### src/design/srad_pkg.sv
// Shared types and constants for the sparse row accumulator with ReLU drain.
// Used by every module of the block; depends on nothing.
`timescale 1ns / 1ps
`default_nettype none

package srad_pkg;

  // Table geometry
  localparam int ROWS   = 8192;
  localparam int ROW_W  = $clog2(ROWS);
  localparam int VAL_W  = 32;
  localparam int ACT_W  = 31;
  localparam int BIAS_W = 22;
  localparam int CFG_W  = 31;

  // Front-to-back queue geometry
  localparam int QUEUE_DEPTH = 4;
  localparam int QPTR_W      = $clog2(QUEUE_DEPTH);

  // Register reset values (bias unsigned Q6.16, ceiling unsigned Q15.16)
  localparam logic [BIAS_W-1:0] BIAS_RESET = BIAS_W'(19661);
  localparam logic [ACT_W-1:0]  CEIL_RESET = ACT_W'(2097152);

  // Input commands
  typedef enum logic [1:0] {
    CMD_ACC   = 2'd0,
    CMD_START = 2'd1,
    CMD_TICK  = 2'd2
  } cmd_t;

  // Configuration register indexes
  typedef enum logic {
    CFG_BIAS = 1'b0,
    CFG_CEIL = 1'b1
  } cfg_index_t;

  // Work handed from the front to the back
  typedef enum logic {
    OP_ACC   = 1'b0,
    OP_DRAIN = 1'b1
  } op_kind_t;

  typedef struct packed {
    op_kind_t          kind;
    logic [ROW_W-1:0]  row;
    logic [VAL_W-1:0]  value;
    logic              last;
  } op_t;

  // Configuration seen by the back
  typedef struct packed {
    logic [BIAS_W-1:0] bias;
    logic [ACT_W-1:0]  ceiling;
  } cfg_t;

  // Back status toward the front
  typedef struct packed {
    logic clearing;
  } back_status_t;

  // Back sequencer states
  typedef enum logic [1:0] {
    BK_CLEAR = 2'd0,
    BK_IDLE  = 2'd1,
    BK_EXEC  = 2'd2
  } back_state_t;

endpackage

`default_nettype wire

### src/design/srad_queue.sv
// Short operation queue between the front and the back of the block.
// Depends on srad_pkg for the operation type and depth.
`timescale 1ns / 1ps
`default_nettype none

module srad_queue (
  input  wire logic            clk,
  input  wire logic            rst,
  input  wire logic            enq,
  input  wire srad_pkg::op_t   enq_op,
  output logic                 queue_full,
  input  wire logic            deq,
  output logic                 queue_empty,
  output srad_pkg::op_t        head_op
);

  srad_pkg::op_t                slots [srad_pkg::QUEUE_DEPTH];
  logic [srad_pkg::QPTR_W-1:0]  wr_ptr;
  logic [srad_pkg::QPTR_W-1:0]  rd_ptr;
  logic [srad_pkg::QPTR_W:0]    count;

  assign queue_full  = (count == (srad_pkg::QPTR_W+1)'(srad_pkg::QUEUE_DEPTH));
  assign queue_empty = (count == '0);
  assign head_op     = slots[rd_ptr];

  // Store incoming operations
  always_ff @(posedge clk) begin
    if (enq) begin
      slots[wr_ptr] <= enq_op;
    end
  end

  // Advance pointers and occupancy
  always_ff @(posedge clk) begin
    if (rst) begin
      wr_ptr <= '0;
      rd_ptr <= '0;
      count  <= '0;
    end else begin
      if (enq) begin
        wr_ptr <= wr_ptr + 1'b1;
      end
      if (deq) begin
        rd_ptr <= rd_ptr + 1'b1;
      end
      case ({enq, deq})
        2'b10:   count <= count + 1'b1;
        2'b01:   count <= count - 1'b1;
        default: count <= count;
      endcase
    end
  end

endmodule

`default_nettype wire

### config.mk
export PLATFORM = sky130hd
export DESIGN_NAME = srad_queue
export DESIGN_NICKNAME = d
export VERILOG_FILES = /design/src/design/srad_pkg.sv /design/src/design/srad_queue.sv
export SDC_FILE = /design/constraint.sdc
export NUM_CORES = 1
export LEC_CHECK = 0
export ABC_AREA = 0
export BUFFER_PORTS_ARGS = -buffer_cell sky130_fd_sc_hd__buf_4
export CAP_MARGIN = 20
export CORE_MARGIN = 2
export CORE_UTILIZATION = 61
export DETAILED_ROUTE_END_ITERATION = 10
export GPL_TIMING_DRIVEN = 0
export PLACE_DENSITY = 0.92
export SYNTH_ARGS = -nofsm -noshare
export SYNTH_HDL_FRONTEND = slang
export SYNTH_SLANG_ARGS = --single-unit
### constraint.sdc
create_clock -name clk -period 4.4 [get_ports clk]
set_clock_uncertainty 0.05 [all_clocks]
set_input_delay 0.22 -clock clk [delete_from_list [all_inputs] [get_ports clk]]
set_output_delay 0.22 -clock clk [all_outputs]
set_load 0.01 [all_outputs]
==> flow_summary_export.csv <==
group,metric,value,unit
power_and_ir_drop,max-vdd-ir-drop,279,uV
synth,ys_seq_area_share,80.5,%
setup_path,crit_type,"reg -> out",
setup_path,cp.arrival,1.89,ns
timing,setup_viol,0,
synth,netlist_area,7240,sq um
timing,period_share,49.1,%
setup_path,cpPeakStageDelay,0.38,ns
timing,fin_crit,2.16,ns
clock_tree,postCtsSetupBuffers,0,
clock_tree,cts_resized,0,
clock_tree,cts.sinks,197,
setup_path,crit_chain,"buf_2 -> buf_2 -> mux4_2 -> buf_4",
detailed_routing,drtAntennaViolNets,0,
floorplanning,die-area,12800,sq um
floorplanning,io_pins,100,
synth,syn_area_per_cell,24.8,sq um
min_path,hp-start,"deq",
detailed_routing,routed_wl,13.0,mm
power_and_ir_drop,power.density,459,nW/um^2
timing,tns,0,ns
placed_design,dp_hpwl,7.84,mm
layout,finish.utilization,81.1,%
detailed_routing,drt_iter0_drc,218,
detailed_routing,drc,10,
power_and_ir_drop,leakagePower,3.25,nW
synth,synth-edff-count,188,
timing,finalHoldViolations,0,
synth,synthFlopType,"edfxtp_1",
setup_path,end_kind,"output pin",
synth,ys_seq_elements,197,
layout,areaGrowthSynthToFinish,29.0,%
clock_tree,htreeDepth,4,
global_routing,gr-usage-all-layers,22.1,%
global_routing,grt_pass1_wl,20.3,mm
clock_tree,clkTransAtPathRegs,0.07,ns
setup_path,start_kind,"flop",
global_routing,antenna_found_initial,0,
detailed_routing,drt_pass1_iterations,9,
setup_path,crit_fanout,10,
synth,yosys.cell_types.count,22,
setup_path,cp.required,4.13,ns
status,status,"complete, but fails checks",
layout,finalNetCount,517,
global_routing,grt_overflow,0,
run,cap_viol_max_count,0,
synth,synthCells,292,
synth,syn-num-nets,349,
power_and_ir_drop,power.total,4.29,mW
placed_design,gp_congestion,0.678,
detailed_routing,route.vias.total,3480,
min_path,hold_class,"in -> reg",
status,violations,"design-rule violations",
timing,rsz0062_at_grt,"false",
global_routing,grt_pass1_vias,3860,
clock_tree,cts_max_path_buffers,2,
synth,async_flop_share,0,%
synth,yosysWarningCount,0,
floorplanning,core_area,11500,sq um
clock_tree,clock-root-buffer,"clkbuf_16",
global_routing,grt_max_degree,35,
timing,fmax,463,MHz
floorplanning,rows,39,
setup_path,critPathSlowestCell,"mux4_2",
clock_tree,insertion_delay,0.42,ns
timing,worst_pin_slew,0.843,ns
layout,n_antenna_cell,0,
detailed_routing,avgViaCountPerCell,5.65,
clock_tree,numCtsBuffers,17,
setup_path,crit_top_cell,"buf_2",
floorplanning,die_h,113,um
floorplanning,die_width,113,um
layout,drive_gt1_share,39.7,%
timing,drv_slew,0,
floorplanning,initial_core_util,62.9,%
timing,whs,0.0449,ns
detailed_routing,wl_per_cell,21.2,um
setup_path,rr_startpoint,"wr_ptr[0]",
clock_tree,tritoncts,"yes",
timing,relSlewSlack,43.8,%
placed_design,port_buffers,98,
-- worst paths after layout --
path	cells after the start	end	slack (ns)
worst min-delay path	3	flop	0.04
worst max register to register	4	slots[2][8]	2.48
worst max-delay path	4	head_op[26]	2.24
worst min register to register	2	flop	0.49
-- placed cells by master, fill, tap and decap left out, drive strengths merged --
master / n
xor2: 3
a21oi: 2
nand2: 1
inv: 6
mux4: 47
or3: 1
dfxtp: 9
ha: 5
bufinv: 5
buf: 111
edfxtp: 188
dlygate4sd3: 47
nor3: 1
o21ai: 1
clkinv: 6
fa: 1
mux2i: 1
clkbuf: 23
xnor2: 2
and3: 1
nor2: 8
and2: 4
-- report_power, final --
part / internal [mW] / switching, mW / total [mW]
clock network: 1.00 / 0.605 / 1.61
registers: 2.15 / 0.0254 / 2.18
logic: 0.274 / 0.231 / 0.505
-- Yosys cell counts (2+ instances only) --
cell,n,area [sq um]
edfxtp_1,188,5650
mux4_2,47,1060
dfxtp_1,9,180
nor2_1,8,30.0
inv_1,6,22.5
ha_1,5,62.6
and2_1,4,25.0
buf_2,4,20.0
buf_12,3,60.1
xor2_1,3,26.3
a21oi_1,2,10.0
clkbuf_1,2,7.51
xnor2_1,2,17.5
-- what timing repair did --
action,4_1_cts,5_1_grt
hold buffers,47,0
endpoints found under the setup margin,0,0
hold endpoints to repair,188,0
-- per-stage QoR --
stage	cell area (sq um)	instances	setup WS [ns]
finish	9340	616	2.24
global route	9340	616	2.15
CTS	9340	616	2.23
detailed placement	8250	537	2.47
global placement	8160	533	1.48
floorplan	7240	292	2.27
-- final cells by class --
type | count | area (sq um)
repair buffers | 149 | 1290
multi-input cells | 78 | 1290
clock buffers | 21 | 440
flip-flops and latches | 197 | 5830
fillers | 541 | 2180
clock inverters | 11 | 181
plain buffers | 11 | 106
well taps | 143 | 179
inverters | 6 | 22.5
-- state kept, by name, indices dropped and copies added, names as in the netlist, named ones only --
signal and cells:
rd_ptr 2, wr_ptr 2, slots 188, count 3
-- per-layer routing --
layer / share of wire (%) / vias to the layer above / GRT usage (%)
met1: 39 / 1810 / 27.4
met2: 55 / 108 / 38.5
li1: - / 1552 / -
met4: 0.90 / 0 / 8.21
met3: 5.4 / 10 / 5.52
met5: 0 / - / 0
-- logic make-up after synthesis --
| logic type | after synthesis | share of synthesized area (%) |
|---|---|---|
| compound gates | 3 | 0.207 |
| xor+xnor | 5 | 0.605 |
| fa+ha+maj | 6 | 1.14 |
| buf+inv | 17 | 1.78 |
| flops | 197 | 80.5 |
| mux | 48 | 14.8 |
| simple gates | 16 | 1.05 |
-- worst max-delay path, delay by kind of cell, from the launching register on --
kind	cells	cell delay, ns
buffers and inverters	3	0.76
multiplexers	1	0.38
flip-flops	1	0.33
(Power assumes the default switching activity.)
