==> src/design/srad_pkg.sv <==
// Shared types and constants for the sparse row accumulator with ReLU drain.
// Used by every module of the block; depends on nothing.
`timescale 1ns / 1ps
`default_nettype none

package srad_pkg;

  // Table geometry
  localparam int ROWS   = 8192;
  localparam int ROW_W  = $clog2(ROWS);
  localparam int VAL_W  = 32;
  localparam int ACT_W  = 31;
  localparam int BIAS_W = 22;
  localparam int CFG_W  = 31;

  // Front-to-back queue geometry
  localparam int QUEUE_DEPTH = 4;
  localparam int QPTR_W      = $clog2(QUEUE_DEPTH);

  // Register reset values (bias unsigned Q6.16, ceiling unsigned Q15.16)
  localparam logic [BIAS_W-1:0] BIAS_RESET = BIAS_W'(19661);
  localparam logic [ACT_W-1:0]  CEIL_RESET = ACT_W'(2097152);

  // Input commands
  typedef enum logic [1:0] {
    CMD_ACC   = 2'd0,
    CMD_START = 2'd1,
    CMD_TICK  = 2'd2
  } cmd_t;

  // Configuration register indexes
  typedef enum logic {
    CFG_BIAS = 1'b0,
    CFG_CEIL = 1'b1
  } cfg_index_t;

  // Work handed from the front to the back
  typedef enum logic {
    OP_ACC   = 1'b0,
    OP_DRAIN = 1'b1
  } op_kind_t;

  typedef struct packed {
    op_kind_t          kind;
    logic [ROW_W-1:0]  row;
    logic [VAL_W-1:0]  value;
    logic              last;
  } op_t;

  // Configuration seen by the back
  typedef struct packed {
    logic [BIAS_W-1:0] bias;
    logic [ACT_W-1:0]  ceiling;
  } cfg_t;

  // Back status toward the front
  typedef struct packed {
    logic clearing;
  } back_status_t;

  // Back sequencer states
  typedef enum logic [1:0] {
    BK_CLEAR = 2'd0,
    BK_IDLE  = 2'd1,
    BK_EXEC  = 2'd2
  } back_state_t;

endpackage

`default_nettype wire

==> src/design/srad_front.sv <==
// Front end: accepts input transactions, tracks the drain position and
// turns each item into a table operation. Depends on srad_pkg.
`timescale 1ns / 1ps
`default_nettype none

module srad_front (
  input  wire logic                          clk,
  input  wire logic                          rst,
  input  wire logic                          push,
  output logic                               full,
  input  wire logic [1:0]                    cmd,
  input  wire logic [srad_pkg::ROW_W-1:0]    row_index,
  input  wire logic [srad_pkg::VAL_W-1:0]    value,
  input  wire logic [srad_pkg::ROW_W-1:0]    drain_limit,
  input  wire srad_pkg::back_status_t        back_status,
  input  wire logic                          queue_full,
  output logic                               enq,
  output srad_pkg::op_t                      enq_op
);

  logic                         draining;
  logic                         draining_next;
  logic [srad_pkg::ROW_W-1:0]   drain_end;
  logic [srad_pkg::ROW_W-1:0]   drain_end_next;
  logic [srad_pkg::ROW_W-1:0]   drain_pos;
  logic [srad_pkg::ROW_W-1:0]   drain_pos_next;
  logic                         accept;
  logic                         at_end;

  // Hold off input while the table is being cleared or the queue is full
  assign full   = queue_full | back_status.clearing;
  assign accept = push & ~full;
  assign at_end = (drain_pos >= drain_end);

  // Classify the item and advance the drain position
  always_comb begin
    draining_next  = draining;
    drain_end_next = drain_end;
    drain_pos_next = drain_pos;
    enq            = 1'b0;
    enq_op.kind    = srad_pkg::OP_ACC;
    enq_op.row     = row_index;
    enq_op.value   = value;
    enq_op.last    = 1'b0;
    if (accept) begin
      case (cmd)
        srad_pkg::CMD_ACC: begin
          // The row field spans the table, so every row is in range
          enq = 1'b1;
        end
        srad_pkg::CMD_START: begin
          // The limit field spans the table, so no clamp is needed
          draining_next  = 1'b1;
          drain_end_next = drain_limit;
          drain_pos_next = '0;
        end
        srad_pkg::CMD_TICK: begin
          if (draining) begin
            enq         = 1'b1;
            enq_op.kind = srad_pkg::OP_DRAIN;
            enq_op.row  = drain_pos;
            enq_op.last = at_end;
            if (at_end) begin
              draining_next  = 1'b0;
              drain_pos_next = '0;
            end else begin
              drain_pos_next = drain_pos + 1'b1;
            end
          end
        end
        default: begin
          // Unused command: drop
        end
      endcase
    end
  end

  always_ff @(posedge clk) begin
    if (rst) begin
      draining  <= 1'b0;
      drain_end <= '0;
      drain_pos <= '0;
    end else begin
      draining  <= draining_next;
      drain_end <= drain_end_next;
      drain_pos <= drain_pos_next;
    end
  end

endmodule

`default_nettype wire

==> config.mk <==
export PLATFORM = sky130hd
export DESIGN_NAME = srad_front
export DESIGN_NICKNAME = d
export VERILOG_FILES = /design/src/design/srad_pkg.sv /design/src/design/srad_front.sv
export SDC_FILE = /design/constraint.sdc
export NUM_CORES = 1
export LEC_CHECK = 0
export BUFFER_PORTS_ARGS = -buffer_cell sky130_fd_sc_hd__buf_2
export CAP_MARGIN = 5
export CELL_PAD_IN_SITES_DETAIL_PLACEMENT = 2
export CELL_PAD_IN_SITES_GLOBAL_PLACEMENT = 2
export CORE_MARGIN = 4
export CORE_UTILIZATION = 23
export DETAILED_ROUTE_END_ITERATION = 6
export PLACE_DENSITY = 0.86
export SLEW_MARGIN = 20
export SYNTH_ARGS = -nofsm -noshare
export SYNTH_HDL_FRONTEND = slang
export SYNTH_SLANG_ARGS = --single-unit
==> constraint.sdc <==
create_clock -name clk -period 2.7 [get_ports clk]
set_input_delay 0.54 -clock clk [delete_from_list [all_inputs] [get_ports clk]]
set_output_delay 0.54 -clock clk [all_outputs]
set_load 0.05 [all_outputs]
==> metrics.txt <==
PD cells 341 nW/um^2; number of global-route vias before repair 2094; buffers plus inverters on the worst setup path 2; Max Fanout on Critical Path 3; Top Ports 114; Hold Path Cell Cnt 2; setup bufs post-CTS 0; sequential fraction of the synthesis area 26.7%; slew margin rel. 66.6%; worst-case clock skew 6.64 ps; Synthesized Nets 353; status finished, final reports clean; crit path launch type flop; most common cell after layout, fill and taps aside nand2_1; total track usage 12.3%; DRC Markers 0; first-pass GRT wire length 10100 um; root buffer cell clkbuf_8; hold_ws 460 ps; drt wl/cell 15.9 um; most frequent cells in the layout nand2_1, buf_2, a21oi_1, dfxtp_1, inv_1; register area 546 um^2; Mean Syn Cell Area 7.48 um^2; largest net degree at the start of global routing 19; XOR/XNOR Fraction of Synth Area 4.32%; Top Layer Used met4; worst slew pin tran 496 ps; critical path type reg2out; fin. max-slew vios 0; critical path's slowest cell dfxtp_1; Syn Inst Count 271; Total Nets Final 378; clock net sink count 27; Initial Util 24.2%; RSZ-0062 raised after global routing yes; Max Cap Viol 0; initial antenna violation count 0; count of cell types in the netlist 37; Simple-Gate Fraction of Synth Area 27.8%; Post-CTS Hold Buffers 0; Worst-path clk slew 100 ps; WL final 6350 um; clock buffer depth 2; critical path cell sequence inv_1 > ha_1 > nand4_1 > nor2_1 > a211oi_4 > a21oi_4 > buf_6; Buffers on Ports 49; Yosys warnings 0; Num CTS Buffers 3; share of cells above drive strength 1 28.5%; CP max stage delay 340 ps; Via density 4.67; Die Span Y 102 um; die area 10400 um^2; met2 wire length 3480 um; f_max 384 MHz; M1 WL 2550 um; Yosys reg bits 27; critical path depth 7; worst vdd ir 157 uV; CP delay by family, top simple AND/OR/NAND/NOR gates; Area Growth Syn to Fin 13.5%; number of antenna diodes 0; Hold Crit Class reg2reg; crit end category output port; Setup WS post-layout 94.5 ps; GP Congestion 0.823; pre-CTS setup slack 122 ps; area share of fa/ha/maj cells after synthesis 10.5%; 1st-pass router iterations 4; Final HPWL DP 5090 um; minimum clock period after layout 2610 ps; Pleak 0.965 nW; grt total ovfl 0; Die Wd 102 um; Filler cells 1019; multi-input logic area 1170 um^2; Final period util 96.5%; worst skew pair latency 280 ps; largest family of logic cells by synthesized area simple AND/OR/NAND/NOR gates; Starting DRT DRC Count 64; Final Setup Violations 0; compound-gate portion of the synthesized area 13.6%; met3 WL 252 um; Rows 33; core area 8380 um^2; critical path arrival 2070 ps; via count 1866; H-Tree Depth 1; worst reg2reg path depth 7; mux cell area share after synthesis 0%; CTS tree done; Final Hold Fails 0; Syn Std Cell Area 2030 um^2; WP data required 2160 ps; ANT nets after route 0
==> state kept, by name, indices dropped and copies added (netlist names) <==
register / cells
drain_end: 13
drain_pos: 13
draining: 1
==> worst paths after layout <==
kind	slack, ps	to	start
setup reg to reg	570	drain_pos[10]	drain_pos[4]
setup / recovery	90	enq_op[0]	drain_end[8]
hold reg to reg	460	drain_end[4]	drain_end[4]
hold / removal	460	drain_end[4]	drain_end[4]
==> cells in the mapped netlist (all sizes together) <==
master  count  share of area (%)
buf        35                 13
ha         17                 10
xor2        3                1.3
a211oi      1               0.99
o21ai       6                2.0
a21oi      25                6.9
nor4        3                2.0
dfxtp      27                 27
o221ai      1               0.74
nor3       13                3.7
nor3b       1               0.93
nand4       6                2.6
o21a        2               0.74
and2        2               0.62
nor2b       1               0.31
a31oi       2               0.62
xnor2       7                3.0
nor2        7                1.3
clkbuf      5               0.93
nand2b      1               0.31
nand3       6                1.5
a41oi       2               0.86
or2         1               0.31
inv        19                3.5
o31ai       2               0.74
nand2      76                 14
==> metal layers <==
layer	GRT usage [%]	up-vias
met3	1.77	9
met4	4.04	0
met2	23.3	32
met1	14.0	912
met5	0	-
li1	-	913
==> logic make-up after synthesis <==
kind of cell	after synthesis
compound gates	41
xor+xnor	10
fa+ha+maj	17
buf+inv	59
flops	27
simple gates	117
==> metrics by stage <==
step	util [%]	setup TNS [ps]	cell area (um^2)	total power [mW]	std cells
6_report	27.4	0	2300	0.785	400
5_1_grt	27.4	-1.62	2300	0.819	400
3_5_place_dp	26.4	0	2210	0.553	396
4_1_cts	27.2	0	2280	0.790	400
3_3_place_gp	26.4	0	2210	0.547	396
2_1_floorplan	-	-307	2030	0.628	271
==> tightest hold or removal path, stage by stage, from the launching register on <==
cell	delay, ps
dfxtp_1	320
nand2_1	50
a21oi_1	50
==> where the power goes <==
part	internal, mW	switching [mW]	total [mW]
Clock	0.106	0.132	0.238
Sequential	0.401	0.00220	0.403
Combinational	0.0482	0.0952	0.143
==> cell type report <==
| class | instances | share of cell area, % |
|---|---|---|
| sequential | 27 | 23.7 |
| clock buffer | 4 | 1.96 |
| tap | 105 | 5.71 |
| inverter | 19 | 3.26 |
| multi-input combinational | 185 | 50.8 |
| timing repair buffer | 60 | 14.5 |
==> repair_timing <==
action / in CTS / in global routing
setup endpoints to repair: 1 / 2
pin swaps: 0 / 3
gates resized for setup: 4 / 6
hold endpoints to repair: 0 / 0
Note: power is estimated with default switching activity, not from simulation.
